## config.mk

```make
export PLATFORM = sky130hd
export DESIGN_NAME = heap_budget_accounting_core_flat
export DESIGN_NICKNAME = d
export VERILOG_FILES = /design/src/design/hba_pkg.sv /design/src/design/hba_channels.sv /design/src/design/heap_budget_accounting_core.sv /design/src/flat_wrapper.sv
export VERILOG_INCLUDE_DIRS = /design/src /design/src/design
export SDC_FILE = /design/constraint.sdc
export NUM_CORES = 2
export LEC_CHECK = 0
export BUFFER_PORTS_ARGS = -buffer_cell sky130_fd_sc_hd__buf_2
export CAP_MARGIN = 5
export CORE_UTILIZATION = 30
export CTS_CLUSTER_DIAMETER = 50
export DETAILED_ROUTE_END_ITERATION = 7
export SKIP_CTS_REPAIR_TIMING = 1
export SLEW_MARGIN = 20
export SYNTH_ARGS = -nofsm -noshare
export SYNTH_HDL_FRONTEND = slang
export SYNTH_SLANG_ARGS = --single-unit
export TNS_END_PERCENT = 1
```

## constraint.sdc

```tcl
create_clock -name clk -period 7.75 [get_ports clk]
set_input_delay 0 -clock clk [delete_from_list [all_inputs] [get_ports clk]]
set_output_delay 0 -clock clk [all_outputs]
set_load 0.005 [all_outputs]
```

## src/design/heap_budget_accounting_core_macros.svh

```systemverilog
// Assertion macros for the heap budget accounting core.
// Included by the modules that carry concurrent assertions; expects clk and rst_n in scope.
`ifndef HEAP_BUDGET_ACCOUNTING_CORE_MACROS_SVH
`define HEAP_BUDGET_ACCOUNTING_CORE_MACROS_SVH

`ifndef NO_ASSERTIONS

// Same-cycle implication, checked outside reset.
`define HBA_ASSERT_SAME(lbl, ante, cons) \
    lbl: assert property (@(posedge clk) disable iff (!rst_n) (ante) |-> (cons)) \
        else $error("heap budget accounting assertion failed");

// Next-cycle implication, checked outside reset.
`define HBA_ASSERT_NEXT(lbl, ante, cons) \
    lbl: assert property (@(posedge clk) disable iff (!rst_n) (ante) |=> (cons)) \
        else $error("heap budget accounting assertion failed");

`else

`define HBA_ASSERT_SAME(lbl, ante, cons)
`define HBA_ASSERT_NEXT(lbl, ante, cons)

`endif

`endif

```

## src/design/hba_pkg.sv

```systemverilog
// Package for the heap budget accounting core: field widths, command,
// status and register codes, and charge constants. No dependencies.
`timescale 1ns / 1ps
`default_nettype none

package hba_pkg;

    localparam int BYTE_W  = 48;
    localparam int COUNT_W = 32;
    localparam int CMD_W   = 2;
    localparam int KIND_W  = 3;
    localparam int STAT_W  = 3;
    localparam int PCT_W   = 7;
    localparam int ADDR_W  = 2;
    // Largest charge: 32 + (2^31 - 1) * 8 fits in 35 bits.
    localparam int COST_W  = 35;
    localparam int MARK_W  = BYTE_W + PCT_W;

    typedef logic [BYTE_W-1:0]  bytes_t;
    typedef logic [COUNT_W-1:0] count_t;
    typedef logic [COST_W-1:0]  cost_t;

    // Commands.
    localparam logic [CMD_W-1:0] CMD_ALLOC   = 2'd0;
    localparam logic [CMD_W-1:0] CMD_RELEASE = 2'd1;
    localparam logic [CMD_W-1:0] CMD_QUERY   = 2'd2;

    // Object kinds.
    localparam logic [KIND_W-1:0] KIND_INSTANCE = 3'd0;
    localparam logic [KIND_W-1:0] KIND_STRING   = 3'd1;
    localparam logic [KIND_W-1:0] KIND_PRIM_ARR = 3'd2;
    localparam logic [KIND_W-1:0] KIND_OBJ_ARR  = 3'd3;
    localparam logic [KIND_W-1:0] KIND_HOST     = 3'd4;
    localparam logic [KIND_W-1:0] KIND_CLASS    = 3'd5;

    // Result status codes.
    localparam logic [STAT_W-1:0] ST_OK        = 3'd0;
    localparam logic [STAT_W-1:0] ST_EXHAUSTED = 3'd1;
    localparam logic [STAT_W-1:0] ST_BAD_LEN   = 3'd2;
    localparam logic [STAT_W-1:0] ST_UNDERFLOW = 3'd3;
    localparam logic [STAT_W-1:0] ST_BAD_CMD   = 3'd4;

    // Configuration register indexes.
    localparam logic [ADDR_W-1:0] REG_BUDGET    = 2'd0;
    localparam logic [ADDR_W-1:0] REG_WATERMARK = 2'd1;
    localparam logic [ADDR_W-1:0] REG_EMERGENCY = 2'd2;

    // Charge constants.
    localparam cost_t HEADER_BYTES = 35'd32;
    localparam cost_t FLAT_BYTES   = 35'd48;
    localparam logic [PCT_W-1:0] PERCENT_FULL = 7'd100;
    localparam logic [15:0]      MAX_SLOTS    = 16'hFFFF;

endpackage

`default_nettype wire

```

## src/design/hba_channels.sv

```systemverilog
// Valid/ready channel interfaces of the heap budget accounting core:
// command request, result response and configuration write. Uses hba_pkg.
`timescale 1ns / 1ps
`default_nettype none

interface hba_req_if;
    logic                        valid;
    logic                        ready;
    logic [hba_pkg::CMD_W-1:0]   cmd;
    logic [hba_pkg::KIND_W-1:0]  object_kind;
    logic [hba_pkg::KIND_W-1:0]  element_kind;
    logic signed [31:0]          item_count;
    logic [hba_pkg::BYTE_W-1:0]  byte_amount;

    modport source (output valid, cmd, object_kind, element_kind, item_count,
                    byte_amount, input ready);
    modport sink   (input valid, cmd, object_kind, element_kind, item_count,
                    byte_amount, output ready);
endinterface

interface hba_rsp_if;
    logic                        valid;
    logic                        ready;
    logic [hba_pkg::STAT_W-1:0]  status;
    logic [hba_pkg::BYTE_W-1:0]  bytes_charged;
    logic [hba_pkg::BYTE_W-1:0]  allocated_now;
    logic [hba_pkg::COUNT_W-1:0] object_count;
    logic                        collect_hint;

    modport source (output valid, status, bytes_charged, allocated_now, object_count,
                    collect_hint, input ready);
    modport sink   (input valid, status, bytes_charged, allocated_now, object_count,
                    collect_hint, output ready);
endinterface

interface hba_cfg_if;
    logic                        valid;
    logic                        ready;
    logic [hba_pkg::ADDR_W-1:0]  addr;
    logic [hba_pkg::BYTE_W-1:0]  data;

    modport source (output valid, addr, data, input ready);
    modport sink   (input valid, addr, data, output ready);
endinterface

`default_nettype wire

```

## src/design/heap_budget_accounting_core.sv

```systemverilog
// Heap budget accounting core: charges allocations against a byte budget,
// books releases and answers watermark queries. Uses hba_pkg, hba_channels
// and heap_budget_accounting_core_macros.svh.
//
// Usage:
//   cfg  - register writes (0 heap_budget, 1 watermark_percent, 2 emergency_mode),
//          always ready; write only while no command is in flight.
//   req  - allocate, release or collection query; one beat per cycle unless rsp stalls.
//   rsp  - exactly one result beat per command, in command order.
// Each command passes an input register and a result register, in that order,
// and while rsp does not stall one command per cycle is sustained. The
// charged-byte and live-object counters are read and updated in the single
// stage between the two registers, which is what sets that rate.
// A register write applies to every command that reaches the datapath after it.
// When the receiver stalls, the result register holds and the input register
// still takes one more beat; req.ready then falls until rsp drains.
// Reset clears the configuration, both counters and all pending beats.
`timescale 1ns / 1ps
`default_nettype none

module heap_budget_accounting_core (
    input  wire     clk,
    input  wire     rst_n,
    hba_cfg_if.sink cfg,
    hba_req_if.sink req,
    hba_rsp_if.source rsp
);

`include "heap_budget_accounting_core_macros.svh"

    // Configuration.
    hba_pkg::bytes_t                 budget_reg;
    logic [hba_pkg::PCT_W-1:0]       wmark_reg;
    logic                            emerg_reg;
    logic [hba_pkg::PCT_W-1:0]       pct_sat;
    logic [hba_pkg::MARK_W-1:0]      mark100;

    // Input register.
    logic                            in_valid_reg;
    logic [hba_pkg::CMD_W-1:0]       cmd_reg;
    logic [hba_pkg::KIND_W-1:0]      okind_reg;
    logic [hba_pkg::KIND_W-1:0]      ekind_reg;
    logic [31:0]                     count_in_reg;
    hba_pkg::bytes_t                 amount_reg;

    // Accumulators.
    hba_pkg::bytes_t                 charged_reg;
    hba_pkg::bytes_t                 charged_next;
    hba_pkg::count_t                 objects_reg;
    hba_pkg::count_t                 objects_next;

    // Result register.
    logic                            out_valid_reg;
    logic [hba_pkg::STAT_W-1:0]      status_reg;
    logic [hba_pkg::STAT_W-1:0]      status_next;
    hba_pkg::bytes_t                 bcharged_reg;
    hba_pkg::bytes_t                 bcharged_next;
    logic                            hint_reg;
    logic                            hint_next;

    logic                            advance;
    logic                            req_take;

    // Datapath.
    logic                            negative;
    logic [30:0]                     len;
    hba_pkg::cost_t                  len_cost;
    hba_pkg::cost_t                  cost;
    logic [hba_pkg::BYTE_W:0]        alloc_sum;
    hba_pkg::bytes_t                 alloc_sat;
    logic [hba_pkg::BYTE_W:0]        query_sum;
    logic [hba_pkg::MARK_W:0]        query_x100;

    assign advance  = in_valid_reg && (!out_valid_reg || rsp.ready);
    assign req_take = req.valid && req.ready;

    assign req.ready = !in_valid_reg || advance;
    assign cfg.ready = 1'b1;

    assign rsp.valid         = out_valid_reg;
    assign rsp.status        = status_reg;
    assign rsp.bytes_charged = bcharged_reg;
    assign rsp.allocated_now = charged_reg;
    assign rsp.object_count  = objects_reg;
    assign rsp.collect_hint  = hint_reg;

    // Watermark comparison is done as 100 * (charged + request) > budget * percent,
    // which matches comparing against the truncated quotient.
    assign pct_sat = (wmark_reg > hba_pkg::PERCENT_FULL) ? hba_pkg::PERCENT_FULL : wmark_reg;
    assign mark100 = {{hba_pkg::PCT_W{1'b0}}, budget_reg} * {{hba_pkg::BYTE_W{1'b0}}, pct_sat};

    assign negative = count_in_reg[31];
    assign len      = count_in_reg[30:0];

    always_comb
    begin
        unique case (okind_reg)
            hba_pkg::KIND_INSTANCE: len_cost = {1'b0, len, 3'b000};
            hba_pkg::KIND_STRING:   len_cost = {3'b000, len, 1'b0};
            hba_pkg::KIND_PRIM_ARR: len_cost = {4'b0000, len} << ekind_reg[2:1];
            hba_pkg::KIND_OBJ_ARR:  len_cost = {2'b00, len, 2'b00};
            default:                len_cost = '0;
        endcase
        if (okind_reg == hba_pkg::KIND_HOST || okind_reg == hba_pkg::KIND_CLASS)
        begin
            cost = hba_pkg::FLAT_BYTES;
        end
        else
        begin
            cost = hba_pkg::HEADER_BYTES + len_cost;
        end
    end

    assign alloc_sum  = {1'b0, charged_reg} + {{(hba_pkg::BYTE_W + 1 - hba_pkg::COST_W){1'b0}}, cost};
    assign alloc_sat  = alloc_sum[hba_pkg::BYTE_W] ? '1 : alloc_sum[hba_pkg::BYTE_W-1:0];
    assign query_sum  = {1'b0, charged_reg} + {1'b0, amount_reg};
    assign query_x100 = ({{(hba_pkg::MARK_W - hba_pkg::BYTE_W){1'b0}}, query_sum} << 6)
                      + ({{(hba_pkg::MARK_W - hba_pkg::BYTE_W){1'b0}}, query_sum} << 5)
                      + ({{(hba_pkg::MARK_W - hba_pkg::BYTE_W){1'b0}}, query_sum} << 2);

    always_comb
    begin
        status_next   = hba_pkg::ST_OK;
        bcharged_next = '0;
        hint_next     = 1'b0;
        charged_next  = charged_reg;
        objects_next  = objects_reg;
        unique case (cmd_reg)
            hba_pkg::CMD_ALLOC:
            begin
                priority if (okind_reg > hba_pkg::KIND_CLASS)
                begin
                    status_next = hba_pkg::ST_BAD_CMD;
                end
                else if (okind_reg <= hba_pkg::KIND_OBJ_ARR && negative)
                begin
                    status_next = hba_pkg::ST_BAD_LEN;
                end
                else if (okind_reg == hba_pkg::KIND_INSTANCE && len[30:16] != '0)
                begin
                    status_next = hba_pkg::ST_BAD_LEN;
                end
                else if (!emerg_reg && alloc_sum > {1'b0, budget_reg})
                begin
                    status_next = hba_pkg::ST_EXHAUSTED;
                end
                else
                begin
                    charged_next  = alloc_sat;
                    objects_next  = (objects_reg != '1) ? objects_reg + 1'b1 : objects_reg;
                    bcharged_next = {{(hba_pkg::BYTE_W - hba_pkg::COST_W){1'b0}}, cost};
                end
            end
            hba_pkg::CMD_RELEASE:
            begin
                if (amount_reg > charged_reg)
                begin
                    charged_next = '0;
                    status_next  = hba_pkg::ST_UNDERFLOW;
                end
                else
                begin
                    charged_next = charged_reg - amount_reg;
                end
                if (objects_reg == '0)
                begin
                    status_next = hba_pkg::ST_UNDERFLOW;
                end
                else
                begin
                    objects_next = objects_reg - 1'b1;
                end
            end
            hba_pkg::CMD_QUERY:
            begin
                hint_next = (wmark_reg != '0) && (query_x100 > {1'b0, mark100});
            end
            default:
            begin
                status_next = hba_pkg::ST_BAD_CMD;
            end
        endcase
    end

    // Control state, configuration and accumulators.
    always_ff @(posedge clk or negedge rst_n)
    begin
        if (!rst_n)
        begin
            budget_reg    <= '0;
            wmark_reg     <= '0;
            emerg_reg     <= 1'b0;
            in_valid_reg  <= 1'b0;
            out_valid_reg <= 1'b0;
            charged_reg   <= '0;
            objects_reg   <= '0;
        end
        else
        begin
            if (cfg.valid && cfg.ready)
            begin
                unique case (cfg.addr)
                    hba_pkg::REG_BUDGET:    budget_reg <= cfg.data;
                    hba_pkg::REG_WATERMARK: wmark_reg  <= cfg.data[hba_pkg::PCT_W-1:0];
                    hba_pkg::REG_EMERGENCY: emerg_reg  <= cfg.data[0];
                    default:                ;
                endcase
            end

            if (req.ready)
            begin
                in_valid_reg <= req.valid;
            end
            if (advance)
            begin
                out_valid_reg <= 1'b1;
                charged_reg   <= charged_next;
                objects_reg   <= objects_next;
            end
            else if (rsp.ready)
            begin
                out_valid_reg <= 1'b0;
            end
        end
    end

    // Payload registers.
    always_ff @(posedge clk)
    begin
        if (req_take)
        begin
            cmd_reg      <= req.cmd;
            okind_reg    <= req.object_kind;
            ekind_reg    <= req.element_kind;
            count_in_reg <= req.item_count;
            amount_reg   <= req.byte_amount;
        end
        if (advance)
        begin
            status_reg   <= status_next;
            bcharged_reg <= bcharged_next;
            hint_reg     <= hint_next;
        end
    end

    // A refused or non-allocating beat never reports a charge.
    `HBA_ASSERT_SAME(a_no_charge_on_error, rsp.valid && rsp.status != hba_pkg::ST_OK, rsp.bytes_charged == '0)
    // Only a successful query can raise the hint.
    `HBA_ASSERT_SAME(a_hint_ok_only, rsp.valid && rsp.collect_hint, rsp.status == hba_pkg::ST_OK)
    // The counters move only when a command leaves the input register.
    `HBA_ASSERT_NEXT(a_hold_counters, !advance, $stable(charged_reg) && $stable(objects_reg))
    // Every command that leaves the input register shows up as a result.
    `HBA_ASSERT_NEXT(a_result_follows, advance, out_valid_reg)

endmodule

`default_nettype wire

```

## src/flat_wrapper.sv

```systemverilog
// flat-port wrapper written by rule: the top's interface ports become plain ports
module heap_budget_accounting_core_flat 
  (clk, rst_n, cfg_valid, cfg_addr, cfg_data, cfg_ready, req_valid, req_cmd, req_object_kind, req_element_kind, req_item_count, req_byte_amount, req_ready, rsp_valid, rsp_status, rsp_bytes_charged, rsp_allocated_now, rsp_object_count, rsp_collect_hint, rsp_ready);
  hba_cfg_if cfg_i ();
  hba_req_if req_i ();
  hba_rsp_if rsp_i ();
  input  wire clk;
  input  wire rst_n;
  input wire logic [$bits(cfg_i.valid)-1:0] cfg_valid;
  input wire logic [$bits(cfg_i.addr)-1:0] cfg_addr;
  input wire logic [$bits(cfg_i.data)-1:0] cfg_data;
  output wire logic [$bits(cfg_i.ready)-1:0] cfg_ready;
  input wire logic [$bits(req_i.valid)-1:0] req_valid;
  input wire logic [$bits(req_i.cmd)-1:0] req_cmd;
  input wire logic [$bits(req_i.object_kind)-1:0] req_object_kind;
  input wire logic [$bits(req_i.element_kind)-1:0] req_element_kind;
  input wire logic [$bits(req_i.item_count)-1:0] req_item_count;
  input wire logic [$bits(req_i.byte_amount)-1:0] req_byte_amount;
  output wire logic [$bits(req_i.ready)-1:0] req_ready;
  output wire logic [$bits(rsp_i.valid)-1:0] rsp_valid;
  output wire logic [$bits(rsp_i.status)-1:0] rsp_status;
  output wire logic [$bits(rsp_i.bytes_charged)-1:0] rsp_bytes_charged;
  output wire logic [$bits(rsp_i.allocated_now)-1:0] rsp_allocated_now;
  output wire logic [$bits(rsp_i.object_count)-1:0] rsp_object_count;
  output wire logic [$bits(rsp_i.collect_hint)-1:0] rsp_collect_hint;
  input wire logic [$bits(rsp_i.ready)-1:0] rsp_ready;
  assign cfg_i.valid = cfg_valid;
  assign cfg_i.addr = cfg_addr;
  assign cfg_i.data = cfg_data;
  assign cfg_ready = cfg_i.ready;
  assign req_i.valid = req_valid;
  assign req_i.cmd = req_cmd;
  assign req_i.object_kind = req_object_kind;
  assign req_i.element_kind = req_element_kind;
  assign req_i.item_count = req_item_count;
  assign req_i.byte_amount = req_byte_amount;
  assign req_ready = req_i.ready;
  assign rsp_valid = rsp_i.valid;
  assign rsp_status = rsp_i.status;
  assign rsp_bytes_charged = rsp_i.bytes_charged;
  assign rsp_allocated_now = rsp_i.allocated_now;
  assign rsp_object_count = rsp_i.object_count;
  assign rsp_collect_hint = rsp_i.collect_hint;
  assign rsp_i.ready = rsp_ready;
  heap_budget_accounting_core u_core (.clk(clk), .rst_n(rst_n), .cfg(cfg_i), .req(req_i), .rsp(rsp_i));
endmodule
```

# Word level (Yosys, flattened, before mapping)
# Cells that the tools add are included.
# op_classes
n_eq_ne	16
n_reduce_logical	27
n_lt_le_gt_ge	6
addsub	8
shifts	1
n_mul	1
n_mux	26
bitwise_logic	1
# op_table
cell	count
48-bit 2-to-1 mux	6
32-bit 2-to-1 mux	6
35-bit case mux with 4 select lines	1
48-bit case mux with 2 select lines	1
32-bit case mux with 2 select lines	1
55-bit by 54-bit adder with 56-bit output	1
56-bit by 51-bit adder with 56-bit output	1
56-bit by 55-bit greater-than comparator with 1-bit output	1
48-bit by 7-bit multiplier with 55-bit output	1
48-bit by 35-bit adder with 49-bit output	1
48-bit by 48-bit adder with 49-bit output	1
49-bit by 48-bit greater-than comparator with 1-bit output	1
48-bit greater-than comparator	1
48-bit subtractor	1
6-bit by 35-bit adder with 35-bit output (first input constant)	1
35-bit 2-to-1 mux	1
31-bit by 2-bit left shift with 35-bit output	1
32-bit by 1-bit adder with 32-bit output (second input constant)	1
32-bit logical NOT	1
32-bit != test (second input constant)	1
32-bit by 1-bit subtractor with 32-bit output (second input constant)	1
15-bit nonzero test	1
2-bit != test (second input constant)	5
3-bit 2-to-1 mux	3
other kinds (26)	46
# totals
regBits	278
word_cells	102
in_bits	143

# Depth between registers and ports, before layout
# depth
word_depth	12
depth_mapped	42
depth_no_buf	41

# Least setup slack after synthesis
# Ideal clock, no wire load.
# synth_path
kind	reg2reg
from	register u_core.wmark_reg[4] in the netlist's numbering
to	register u_core.hint_reg (netlist: u_core.rsp.collect_hint) (data pin)
arrival_ps	7486
period_less_slack_ps	7757
n_path_buf	2
stages_incl_launch_ff	35
setup_slack_ps	-7
setup_ps	271
cell_sequence	dfrtp_1 -> clkbuf_1 -> nor2_1 -> a21oi_1 -> nor2_1 -> clkbuf_1 -> nor2_1 -> fa_1 -> fa_1 -> fa_1 -> inv_1 -> fa_1 -> inv_1 -> ha_1 -> a21oi_1 -> o21ai_0 -> a21o_1 -> a221oi_1 -> o21ai_0 -> nand2b_1 -> nand2_1 -> nand2_1 -> and2_1 -> or3_1 -> a21oi_1 -> xor2_1 -> ha_1 -> nand4_1 -> nor2_1 -> nand2_1 -> or3_1 -> nor4b_1 -> nor2_1 -> a211oi_1 -> nor4b_1
# synth_via
elab_chain_cells	5
word_cells_on_any_way	6
classes_between	mul (1); order compare (2); mux (1); reduce/logical (2)
# synth_lines
element	line	text
start: declaration	heap_budget_accounting_core.sv:33	logic [hba_pkg::PCT_W-1:0] wmark_reg;
start signal: assignment	heap_budget_accounting_core.sv:204	hba_pkg::REG_WATERMARK: wmark_reg <= cfg.data[hba_pkg::PCT_W-1:0];
7-bit greater-than comparator	heap_budget_accounting_core.sv:89	assign pct_sat = (wmark_reg > hba_pkg::PERCENT_FULL) ? hba_pkg::PERCENT_FULL : wmark_reg;
7-bit 2-to-1 mux	heap_budget_accounting_core.sv:89	
48-bit by 7-bit multiplier with 55-bit output	heap_budget_accounting_core.sv:90	assign mark100 = {{hba_pkg::PCT_W{1'b0}}, budget_reg} * {{hba_pkg::BYTE_W{1'b0}}, pct_sat};
56-bit by 55-bit greater-than comparator with 1-bit output	heap_budget_accounting_core.sv:176	hint_next = (wmark_reg != '0) && (query_x100 > {1'b0, mark100});
1-bit logical AND *	heap_budget_accounting_core.sv:176	
end signal: assignment	heap_budget_accounting_core.sv:242	hint_reg <= hint_next;
end: declaration	heap_budget_accounting_core.sv:58	logic hint_reg;
# Every way passes the cells marked *; elsewhere a longest branch is shown, timed or not.
# A chain may end at the register's enable or synchronous reset.

# Worst setup path after layout
# layout_path
from	register u_core.wmark_reg[1] in the netlist's numbering
to	register u_core.hint_reg (netlist: u_core.rsp.collect_hint) (data pin)
# Same word-level chain as after synthesis.

==> impl_metrics.csv <==
group,metric,value,unit
global_route,grt_pass1_vias,34600,
synth,yosysTopAreaCell,"fa_1",
worst_setup_path,cp-start-kind,"register",
run_status,violations,"setup timing",
placed_design,dp.cells,6779,
clock_tree,worst_skew_pair.late_latency,660,ps
clock_tree,clock-sinks,264,
worst_setup_path,path_delay_family,"adder cells",
worst_setup_path,worstPathRequired,8080,ps
global_route,overflow,0,
worst_setup_path,worstReg2RegStart,"u_core.wmark_reg[1]",
floorplanning,rows,128,
synth,synth_top_family_by_area,"adder cells",
sta,fmax,0.129,GHz
run_status,status,"complete, but fails checks",
worst_setup_path,max_stage_delay,530,ps
synth,synth.ff_latch_count,264,
worst_setup_path,cp_num_buf_inv,9,
synth,synth-simple-area-share,17.0,%
synth,syn_avg_cell_area,8.40,µm²
global_route,gr-usage-all-layers,22.1,%
sta,rsz0062_at_grt,"true",
synth,synth-async-reset-ratio,52.3,%
clock_tree,cts_made_buffers,54,
synth,seq_area_frac_synth,19.6,%
floorplanning,core_area,122000,µm²
clock_tree,path_clk_slew,60,ps
detailed_routing,drcViolationCount,0,
synth,synth_edf_count,126,
worst_setup_path,cp_max_fo,4,
detailed_routing,drtIter0Drc,2558,
placed_design,port-buffer-count,262,
synth,yosys.area.top_type_share,15.1,%
clock_tree,cts_tree,"built",
job,maxCapViolCount,0,
worst_setup_path,critPathLaunch,"u_core.wmark_reg[1]",
floorplanning,die_area,124000,µm²
worst_setup_path,worst-path-stages,37,
synth,synth_area_leaders,"fa_1 (15%), ha_1 (13%), edfxtp_1 (10%)",
sta,setup_violations,1,
finish,fin_cells,7050,
sta,period_minus_slack,7750,ps
finish,nFillCells,12300,
detailed_routing,vias,36200,
synth,synthAdderAreaFrac,28.3,%
finish,drive_above_1_share,25.1,%
synth,synth_compound_area_share,19.0,%
worst_setup_path,crit_slowest_cell,"fa_1",
floorplanning,die_w,353,µm
floorplanning,ios,278,
worst_setup_path,crit_arrival,8090,ps
placed_design,detailed_place_hpwl,118000,µm
detailed_routing,wl_per_cell,20.5,µm
sta,worst_pin_slew,914,ps
detailed_routing,routed-wl-met3,10100,µm
detailed_routing,vias_per_cell,5.13,
synth,ys.flop_type,"dfrtp_1",
detailed_routing,wl,144000,µm
finish,layout.nets,6192,
sta,drv_slew,0,
detailed_routing,highest_layer,"met5",
worst_setup_path,crit_path_frequent_cell,"buf_4",
detailed_routing,wl_met2,66900,µm
placed_design,pre_cts_slack,-1180,ps
hold_path,min_path_type,"in -> async",
sta,fin_skew,62.8,ps
worst_setup_path,worstSetupEndpointType,"register",
worst_setup_path,r2r_slack,-4,ps
detailed_routing,drt-met1-wl,63100,µm
sta,final_hold_viol_count,0,
synth,yosysWarnings,0,
detailed_routing,drtAntennaViolNets,0,
global_route,grt_max_degree,82,
synth,synthMuxAreaShare,2.58,%
worst_setup_path,worstSetupEndpoint,"u_core.rsp.collect_hint",
detailed_routing,firstDrtPassIters,6,
sta,final.setup.tns,-3.94,ps
floorplanning,die_h,353,µm
synth,synthCells,4396,
placed_design,gp_congestion,0.986,
synth,yosys.cell_types.count,85,
sta,fin_crit_sh,100,%
sta,final_critical_path_setup_slack,-3.94,ps
synth,syn_area,36900,µm²
global_route,grt_pass1_wl,212000,µm
sta,maxSlewHeadroom,38.5,%
synth,synthXorXnorAreaFrac,6.36,%
clock_tree,cts-root-buf,"clkbuf_16",
finish,area_growth,34.6,%
floorplanning,start_util,30.3,%
worst_setup_path,r2r_end,"u_core.rsp.collect_hint",
clock_tree,cts_max_level,2,
worst_setup_path,critPathKind,"reg -> reg",
global_route,antenna_found_initial,10,
sta,holdWs,5.67,ps
worst_setup_path,rr_worst_depth,37,
clock_tree,clock_path_buffers,3,
finish,antenna_cells,0,
how the worst min path moves through the flow:
stage	start	to	slack, ps	depth (start not counted)
after global routing	req_byte_amount[37]	u_core.amount_reg[37]	20	2
after floorplan	rst_n	u_core.budget_reg[0]	-300	0
after CTS	rst_n	u_core.rsp.object_count[27]	-550	1
after detailed placement	rst_n	u_core.rsp.object_count[30]	160	1
after global placement	rst_n	u_core.rsp.object_count[26]	160	1
final	rst_n	u_core.rsp.object_count[30]	6	2
area by class of cell:
type,count,area [µm²],share of cell area [%]
Clock buffer,59,1370,2.76
Clock inverter,42,440,0.886
Inverter,483,1810,3.65
Multi-Input combinational cell,3468,28500,57.4
Sequential cell,264,7240,14.6
Tap cell,1625,2030,4.09
Timing Repair Buffer,1109,8300,16.7
cells by family after synthesis:
logic type,after synthesis
simple gates,1284
compound gates,1143
buf+inv,676
fa+ha+maj,669
xor+xnor,268
flops,264
mux,90
other cells,2
cell usage in the layout, fill, tap and decap left out, types with 126 or more instances in the layout:
master	instances
nand2_1	428
buf_2	261
ha_1	361
dlygate4sd3_1	142
o21ai_0	257
fa_1	274
nor2_1	229
and2_1	128
edfxtp_1	126
xnor2_1	153
a21o_1	130
inv_1	475
dfrtp_1	137
buf_4	672
a21oi_1	324
worst reg2reg max path, delay by kind of cell (launching register included):
kind                     cells  cell delay [ps]
AO/OA/AOI/OAI                9             1740
XOR/XNOR                     1              100
adder cells (fa/ha/maj)      6             2620
buffers and inverters        9             1030
flip-flops                   1              380
AND/OR/NAND/NOR             12             1590
routing by layer:
metal	track usage (%)	vias up
li1	-	17200
met1	30.0	17700
met2	35.8	1131
met3	4.25	187
met4	6.12	2
met5	0	-
cells in the mapped netlist (13+ instances only):
| master | count |
|---|---|
| dfrtp_1 | 138 |
| mux2i_1 | 48 |
| or3_1 | 16 |
| xor2_1 | 102 |
| and3_1 | 113 |
| nor2_1 | 244 |
| clkbuf_1 | 138 |
| nand2b_1 | 37 |
| a31oi_1 | 38 |
| o31ai_1 | 34 |
| a211oi_1 | 25 |
| o21a_1 | 25 |
| buf_4 | 18 |
| o21bai_1 | 56 |
| xnor2_1 | 166 |
| nor3_1 | 54 |
| nand3_1 | 76 |
| o21ai_1 | 14 |
| edfxtp_1 | 126 |
| o22ai_1 | 21 |
| a211o_1 | 13 |
| o21ai_0 | 294 |
| buf_2 | 25 |
| nand2_1 | 435 |
| fa_1 | 279 |
| nor4_1 | 30 |
| nand4_1 | 50 |
| nor2b_1 | 45 |
| ha_1 | 390 |
| inv_1 | 481 |
| a21oi_1 | 374 |
| and2_1 | 136 |
| a21o_1 | 130 |
| mux2_2 | 41 |
through the flow:
| stage | area (µm²) | util, % |
|---|---|---|
| 2_1_floorplan | 37000 | - |
| 3_3_place_gp | 44700 | 36.7 |
| 3_5_place_dp | 44700 | 36.7 |
| 4_1_cts | 46500 | 38.2 |
| 5_1_grt | 49700 | 40.8 |
| 6_report | 49700 | 40.8 |
Power is not shown: default switching activity piles up to over one toggle a cycle in this logic, so the estimate is an artifact.
